`src/rtl/core/scp_pkg.sv`:
```
`timescale 1ns / 1ps

package scp_pkg;

  localparam int unsigned ByteW  = 8;
  localparam int unsigned DutyW  = 8;
  localparam int unsigned ValueW = 10;
  localparam int unsigned UserW  = 2;

  localparam logic [ByteW-1:0]  IdChar    = 8'h33;
  localparam logic [ByteW-1:0]  DigitLo   = 8'd48;
  localparam logic [ByteW-1:0]  DigitHi   = 8'd57;
  localparam logic [ByteW-1:0]  CloseChar = 8'h7d;
  localparam logic [ValueW-1:0] DutyMax   = 10'd255;

  localparam logic [2:0] NameLast = 3'd5;
  localparam logic [2:0] TailLen  = 3'd5;

  typedef struct packed {
    logic [DutyW-1:0] duty_value;
    logic             duty_updated;
    logic             frame_done;
  } scp_result_t;

  function automatic logic [ByteW-1:0] name_letter(input logic [2:0] idx);
    logic [ByteW-1:0] c;
    unique case (idx)
      3'd0:    c = 8'h6d;
      3'd1:    c = 8'h66;
      3'd2:    c = 8'h63;
      3'd3:    c = 8'h72;
      3'd4:    c = 8'h65;
      3'd5:    c = 8'h71;
      default: c = '0;
    endcase
    return c;
  endfunction

  function automatic logic [ByteW-1:0] tail_letter(input logic [2:0] idx);
    logic [ByteW-1:0] c;
    unique case (idx)
      3'd0:    c = 8'h63;
      3'd1:    c = 8'h6c;
      3'd2:    c = 8'h72;
      3'd3:    c = 8'h65;
      3'd4:    c = 8'h77;
      default: c = '0;
    endcase
    return c;
  endfunction

endpackage

```
`src/rtl/core/scp_fsm.sv`:
```
`timescale 1ns / 1ps

module scp_fsm (
  input  logic                        clk_i,
  input  logic                        rst_ni,
  input  logic                        step_i,
  input  logic [scp_pkg::ByteW-1:0]   rx_byte_i,
  output scp_pkg::scp_result_t        result_o
);

  typedef enum logic [1:0] {
    PhWait   = 2'd0,
    PhName   = 2'd1,
    PhDigits = 2'd2,
    PhTail   = 2'd3
  } phase_e;

  phase_e                       phase_q, phase_d;
  logic [2:0]                   letter_q, letter_d;
  logic [1:0]                   digit_q, digit_d;
  logic [scp_pkg::ValueW-1:0]   value_q, value_d;
  logic [scp_pkg::DutyW-1:0]    duty_q, duty_d;
  logic                         updated;
  logic                         done;
  logic                         is_digit;
  logic [3:0]                   dval;
  logic [scp_pkg::ValueW-1:0]   sum;

  assign is_digit = (rx_byte_i >= scp_pkg::DigitLo) && (rx_byte_i <= scp_pkg::DigitHi);
  assign dval     = 4'(rx_byte_i - scp_pkg::DigitLo);
  assign sum      = value_q + scp_pkg::ValueW'(dval);

  always_comb begin
    phase_d  = phase_q;
    letter_d = letter_q;
    digit_d  = digit_q;
    value_d  = value_q;
    duty_d   = duty_q;
    updated  = 1'b0;
    done     = 1'b0;
    unique case (phase_q)
      PhWait: begin
        if (rx_byte_i == scp_pkg::IdChar) begin
          phase_d  = PhName;
          letter_d = '0;
          digit_d  = '0;
        end
      end
      PhName: begin
        if (letter_q <= scp_pkg::NameLast && rx_byte_i == scp_pkg::name_letter(letter_q)) begin
          if (letter_q == scp_pkg::NameLast) begin
            phase_d  = PhDigits;
            letter_d = '0;
            digit_d  = '0;
          end else begin
            letter_d = letter_q + 3'd1;
          end
        end
      end
      PhDigits: begin
        if (is_digit) begin
          unique case (digit_q)
            2'd0: begin
              value_d = scp_pkg::ValueW'(dval) * scp_pkg::ValueW'(100);
              digit_d = 2'd1;
            end
            2'd1: begin
              value_d = value_q + scp_pkg::ValueW'(dval) * scp_pkg::ValueW'(10);
              digit_d = 2'd2;
            end
            2'd2: begin
              value_d = sum;
              if (sum <= scp_pkg::DutyMax) begin
                duty_d  = sum[scp_pkg::DutyW-1:0];
                updated = 1'b1;
              end
              phase_d = PhTail;
              digit_d = '0;
            end
            default: ;
          endcase
        end
      end
      PhTail: begin
        if (letter_q < scp_pkg::TailLen) begin
          if (rx_byte_i == scp_pkg::tail_letter(letter_q)) begin
            letter_d = letter_q + 3'd1;
          end
        end else if (letter_q == scp_pkg::TailLen) begin
          if (rx_byte_i == scp_pkg::CloseChar) begin
            phase_d  = PhWait;
            letter_d = '0;
            digit_d  = '0;
            done     = 1'b1;
          end
        end
      end
      default: ;
    endcase
  end

  assign result_o.duty_value   = duty_d;
  assign result_o.duty_updated = updated;
  assign result_o.frame_done   = done;

  always_ff @(posedge clk_i or negedge rst_ni) begin
    if (!rst_ni) begin
      phase_q  <= PhWait;
      letter_q <= '0;
      digit_q  <= '0;
      value_q  <= '0;
      duty_q   <= '0;
    end else if (step_i) begin
      phase_q  <= phase_d;
      letter_q <= letter_d;
      digit_q  <= digit_d;
      value_q  <= value_d;
      duty_q   <= duty_d;
    end
  end

endmodule

```
`src/rtl/core/serial_command_parser.sv`:
```
`timescale 1ns / 1ps

// Command recognizer for a received byte stream. Each byte taken on the slave
// side yields exactly one result on the master side, in order. A byte passes
// an input register, then combinational parsing logic into the result
// register, where the master side can take it; the block takes one byte every
// cycle as long as the master side keeps taking results; the parser state
// update between the two registers sets that single-cycle rate.

module serial_command_parser (
  input  logic                         clk_i,
  input  logic                         rst_ni,
  input  logic                         s_axis_tvalid,
  output logic                         s_axis_tready,
  input  logic [scp_pkg::ByteW-1:0]    s_axis_tdata,   // [7:0] rx_byte
  output logic                         m_axis_tvalid,
  input  logic                         m_axis_tready,
  output logic [scp_pkg::DutyW-1:0]    m_axis_tdata,   // [7:0] duty_value
  output logic [scp_pkg::UserW-1:0]    m_axis_tuser    // [0] duty_updated, [1] frame_done
);

  logic                        in_valid_q;
  logic [scp_pkg::ByteW-1:0]   in_byte_q;
  logic                        out_valid_q;
  scp_pkg::scp_result_t        out_q;
  scp_pkg::scp_result_t        result;
  logic                        out_free;
  logic                        step;

  assign out_free      = !out_valid_q || m_axis_tready;
  assign step          = in_valid_q && out_free;
  assign s_axis_tready = !in_valid_q || out_free;

  scp_fsm u_fsm (
    .clk_i     (clk_i),
    .rst_ni    (rst_ni),
    .step_i    (step),
    .rx_byte_i (in_byte_q),
    .result_o  (result)
  );

  // Hold the byte until the parser consumes it.
  always_ff @(posedge clk_i or negedge rst_ni) begin
    if (!rst_ni) begin
      in_valid_q <= 1'b0;
    end else if (s_axis_tready) begin
      in_valid_q <= s_axis_tvalid;
    end
  end

  always_ff @(posedge clk_i) begin
    if (s_axis_tready && s_axis_tvalid) begin
      in_byte_q <= s_axis_tdata;
    end
  end

  always_ff @(posedge clk_i or negedge rst_ni) begin
    if (!rst_ni) begin
      out_valid_q <= 1'b0;
    end else if (out_free) begin
      out_valid_q <= in_valid_q;
    end
  end

  always_ff @(posedge clk_i) begin
    if (step) begin
      out_q <= result;
    end
  end

  assign m_axis_tvalid   = out_valid_q;
  assign m_axis_tdata    = out_q.duty_value;
  assign m_axis_tuser[0] = out_q.duty_updated;
  assign m_axis_tuser[1] = out_q.frame_done;

endmodule

```
`config.mk`:
```
export PLATFORM = sky130hd
export DESIGN_NAME = serial_command_parser
export DESIGN_NICKNAME = d
export VERILOG_FILES = /design/src/rtl/core/scp_pkg.sv /design/src/rtl/core/scp_fsm.sv /design/src/rtl/core/serial_command_parser.sv
export SDC_FILE = /design/constraint.sdc
export NUM_CORES = 1
export LEC_CHECK = 0
export BUFFER_PORTS_ARGS = -buffer_cell sky130_fd_sc_hd__buf_4
export CAP_MARGIN = 10
export CORE_UTILIZATION = 30
export DETAILED_ROUTE_END_ITERATION = 8
export PLACE_DENSITY_LB_ADDON = 0.25
export SETUP_SLACK_MARGIN = 0.3
export SLEW_MARGIN = 20
export SYNTH_ARGS = -nofsm -noshare
export SYNTH_HDL_FRONTEND = slang
export SYNTH_SLANG_ARGS = --single-unit
```
`constraint.sdc`:
```
create_clock -name clk_i -period 6.76 [get_ports clk_i]
set_clock_uncertainty 0.1 [all_clocks]
set_input_delay 0 -clock clk_i [delete_from_list [all_inputs] [get_ports clk_i]]
set_output_delay 0 -clock clk_i [all_outputs]
set_load 0.005 [all_outputs]
```
# Word-level counts from Yosys, hierarchy flattened

Cells that the tools add are included.

Register bits: 45
Bits in latches: 0
Bits in writable memories: 0
Memory bits (read-only): 0
Bits of input ports: 12
Output and inout port bits: 12
Logic and storage cells: 104
Memories: 0

$add $sub $neg: 4
Multiply operators: 2
Divide/modulo/power cells: 0
Magnitude comparators: 5
Eq/ne operators: 26
Shifts and indexed selects: 0
Muxes and demuxes: 35
Bitwise gates (word level): 2
Reduce and logical (&&, ||, !) cells: 19

Operator list:

| operator            | count |
|---|---|
| $mux 8              | 7 |
| $pmux 7 s6          | 1 |
| $pmux 7 s5          | 1 |
| $pmux 10 s3         | 1 |
| $mux 2              | 12 |
| $mux 3              | 7 |
| $reduce_and 9->1    | 2 |
| $eq 8x8->1          | 2 |
| $pmux 2 s4          | 2 |
| $ne 2x1->1 const B  | 7 |
| $add 10x4->10       | 1 |
| $add 10x8->10       | 1 |
| $le 10x8->1 const B | 1 |
| $pmux 3 s3          | 1 |
| $eq 8x6->1 const B  | 1 |
| $eq 8x7->1 const B  | 1 |
| $ge 8x6->1 const B  | 1 |
| $le 8x6->1 const B  | 1 |
| $mul 4x5->8 const B | 1 |
| $mul 4x3->7 const B | 1 |
| $reduce_and 7->1    | 1 |
| $eq 2x2->1 const B  | 3 |
| $eq 3x2->1 const B  | 2 |
| $eq 3x3->1 const B  | 2 |
| other kinds (22)    | 33 |

# Longest topological paths before layout

Word-level depth: 8
Mapped depth: 11
Gate-level depth less buffers: 11

# Modules after synthesis

From an unflattened synthesis, not the netlist that was laid out.

Cell total of the unflattened synthesis: 350
Area, all modules: 3,648.5 sq um

By module, submodules not included:

| module                | instances | cells an instance | area an instance (sq um) | sequential area each (sq um) |
|---|---|---|---|---|
| scp_fsm               | 1         | 324               | 3,004.1                  | 625.6 |
| serial_command_parser | 1         | 26                | 644.4                    | 590.6 |

# Least setup slack after synthesis

OpenSTA, ideal clock, no wires.

Path kind: register to register
Start: register in_byte_q[0] (netlist bit)
End: register out_q, in the netlist m_axis_tdata[0], data pin
Library setup time: 0.260 ns
Data arrival time: 2.654 ns
Required time: 6.400 ns
Slack: 3.746 ns
Stages on the path, launching flop included: 9
Path buffers: 0
Clock period less this slack: 3.014 ns
Path through: edfxtp_1 > ha_1 > fa_1 > a21o_1 > a21oi_1 > or3_1 > nand3_2 > nor3_4 > mux2_4

RTL lines:

| item                   | RTL line                    | text |
|---|---|---|
| from (decl)            | serial_command_parser.sv:23 | `logic [scp_pkg::ByteW-1:0] in_byte_q;` |
| from (signal assigned) | serial_command_parser.sv:53 | `in_byte_q <= s_axis_tdata;` |
| to (signal assigned)   | serial_command_parser.sv:67 | `out_q <= result;` |
| to (decl)              | serial_command_parser.sv:25 | `scp_pkg::scp_result_t out_q;` |

==> out/qor.txt <==
status: finished clean
Layout area overhead: 15.9%
register bit count reported by yosys: 45
register area share after synthesis: 0.340
vias per std cell: 5.36
Slew HR: 0.599
Core Area: 11500 um^2
Root Buffer: clkbuf_16
crit path launch type: flip-flop
final hold vios: 0
RSZ-0062 raised after global routing: no
Fmax achieved: 0.296 GHz
Max Cap Viol: 0
Max Fanout on Critical Path: 12
nets: 439
# IOs: 24
critical path arrival: 3.32 ns
antenna-violating nets left: 0
overall routing resource usage: 0.141
Tmin final: 3.38 ns
CTS sink cnt: 45
vias in the first global route: 2769
gpl congestion: 0.809
Syn. warnings: 0
Worst Max-Slew Pin Slew: 0.601 ns
TNS Setup: 0 ns
Cells after Synth: 351
die height: 111 um
Iter 0 DRT Violations: 132
hold_ws: 0.0595 ns
fin. max-slew vios: 0
share of layout cells above drive strength 1: 0.141
num rows: 39
number of enable flip-flop cells after synthesis: 18
Min-Delay Path Class: input port to async pin
Antenna diodes: 0
first-pass GRT wire length: 13900 um
TritonCTS buffer count: 5
global route total overflow: 0
PortBufs: 23
Initial Util: 0.311
clock buffer depth: 2
Die W: 111 um
clk_lat worst skew: 0.29 ns
drt pass-1 iters: 5
Tot Pwr: 0.000648 W
leak pwr: 1.87 nW
Power Density: 156 nW/um^2
Post-CTS Setup Bufs: 0
vias: 2819
Mapped Area: 3580 um^2
period utilization: 0.500
Async SR Flop Fraction: 0.600
maximum VDD drop: 0.139 mV
DRC viols: 0
largest net degree at the start of global routing: 28
clk slew on worst S/H paths: 0.06 ns
DR WL/cell: 15.5 um
final setup fails: 0
crit path kind: flip-flop to flip-flop
WL final: 8170 um
Setup crit end kind: flip-flop
initial antenna violation count: 0
Required @ worst endpoint: 6.70 ns
Netlist cell types: 67
post-DP HPWL: 6110 um
die area: 12400 um^2
syn_nets: 408
Most used DFF post-synth: dfrtp_1
CTS tree: built
syn avg cell area: 10.2 um^2
H-tree lvl count: 2
-- cells in the final DEF, fill, tap and decap left out, types with 6 or more instances in the layout --
master,n
a21o_1,8
a21oi_1,16
buf_4,23
dfrtp_1,27
dlygate4sd3_1,12
edfxtp_1,18
ha_1,41
inv_1,23
mux2_1,9
mux2_4,9
mux2i_1,6
nand2_1,20
nand3_1,12
nor2_1,17
nor3_1,7
o21ai_0,10
or3_1,6
xnor2_1,7
xor2_1,7
-- cell type report --
type                            count  area [um^2]
Clock buffer                        6          139
Clock inverter                      2         13.8
Fill cell                        1187         7370
Inverter                           27          101
Multi-Input combinational cell    268         2210
Sequential cell                    45         1220
Tap cell                          143          179
Timing Repair Buffer               35          293
-- what timing repair did --
item                      in CTS  in global routing
hold buffers                  12                  0
gates resized for setup        0                  0
hold endpoints to repair      37                  0
-- kinds of logic (layout without fill, tap and decap cells) --
logic type,Yosys count,after routing,synth area share
AOI/OAI and AO/OA,87,87,0.179
xor gates and xnor gates,14,14,0.0343
adders and majority gates,45,45,0.166
buffers and inverters,38,70,0.0440
DFF,45,45,0.340
muxes,25,25,0.0860
and+or+nand+nor,97,97,0.152
-- worst max-delay path: stages (launching register included) --
cell,delay (ns)
edfxtp_1,0.56
ha_1,0.31
fa_1,0.41
a21o_1,0.22
a21oi_1,0.35
or3_1,0.21
nand3_2,0.14
nor3_4,0.49
mux2_4,0.34
-- path summary, 6_finish.rpt --
path                            startpoint               end  slack (ns)  depth (start not counted)
max                           in_byte_q[0]   m_axis_tdata[7]        3.38                          8
min                                 rst_ni  u_fsm.phase_q[1]        0.06                          2
max reg2reg                   in_byte_q[0]   m_axis_tdata[7]        3.38                          8
min reg2reg                u_fsm.duty_q[3]   u_fsm.duty_q[3]        0.39                          1
max in group asynchronous           rst_ni        in_valid_q        6.22                          2
min in group clk_i         s_axis_tdata[3]      in_byte_q[3]        0.32                          2
-- where the power goes --
part | switching (W) | total [W] | internal, W | leakage, nW
Sequential | 0.0000105 | 0.000304 | 0.000294 | 0.517
Combinational | 0.0000478 | 0.0000905 | 0.0000427 | 1.28
Clock | 0.000107 | 0.000254 | 0.000147 | 0.0768
-- flip-flops by register name, indices dropped and copies added, names as in the netlist --
register and flops:
in_byte_q 8, in_valid_q 1, m_axis_tdata 8, m_axis_tuser 2, m_axis_tvalid 1, u_fsm.digit_q 2, u_fsm.duty_q 8, u_fsm.letter_q 3
u_fsm.phase_q 2, u_fsm.value_q 10
-- cell usage after synthesis (4+ instances only) --
library cell / instances / share of area
edfxtp_1: 18 / 0.15
xor2_1: 7 / 0.017
fa_1: 4 / 0.022
a211o_1: 4 / 0.0098
nand2_1: 20 / 0.021
o21ai_1: 5 / 0.0070
nor2_1: 17 / 0.018
o21ai_0: 10 / 0.014
mux2_4: 9 / 0.038
clkbuf_1: 6 / 0.0063
nand3_1: 12 / 0.017
a21o_1: 8 / 0.017
dfrtp_1: 27 / 0.19
a31oi_1: 5 / 0.0087
a221oi_1: 4 / 0.0098
inv_1: 23 / 0.024
o211ai_1: 4 / 0.0084
o31ai_1: 5 / 0.010
or3_1: 6 / 0.010
mux2_1: 9 / 0.028
a21oi_1: 16 / 0.022
nor3_1: 7 / 0.0098
nand3b_1: 5 / 0.010
nand2b_1: 5 / 0.0087
ha_1: 41 / 0.14
mux2i_1: 6 / 0.017
xnor2_1: 7 / 0.017
-- stage by stage --
stage          std cells  worst slack (ns)   util  instance area, um^2
2_1_floorplan        351              3.75      -                 3580
3_3_place_gp         506              3.45  0.336                 3870
3_5_place_dp         506              3.40  0.336                 3870
4_1_cts              526              3.35  0.360                 4150
5_1_grt              526              3.18  0.360                 4150
6_report             526              3.38  0.360                 4150
-- per-layer routing --
metal,routed length (um),vias up,GRT usage
met2,4010,80,0.245
met5,0,-,0
li1,-,1364,-
met3,320,9,0.0268
met1,3700,1366,0.174
met4,132,0,0.0441
Power figures use the tool's default switching activity.
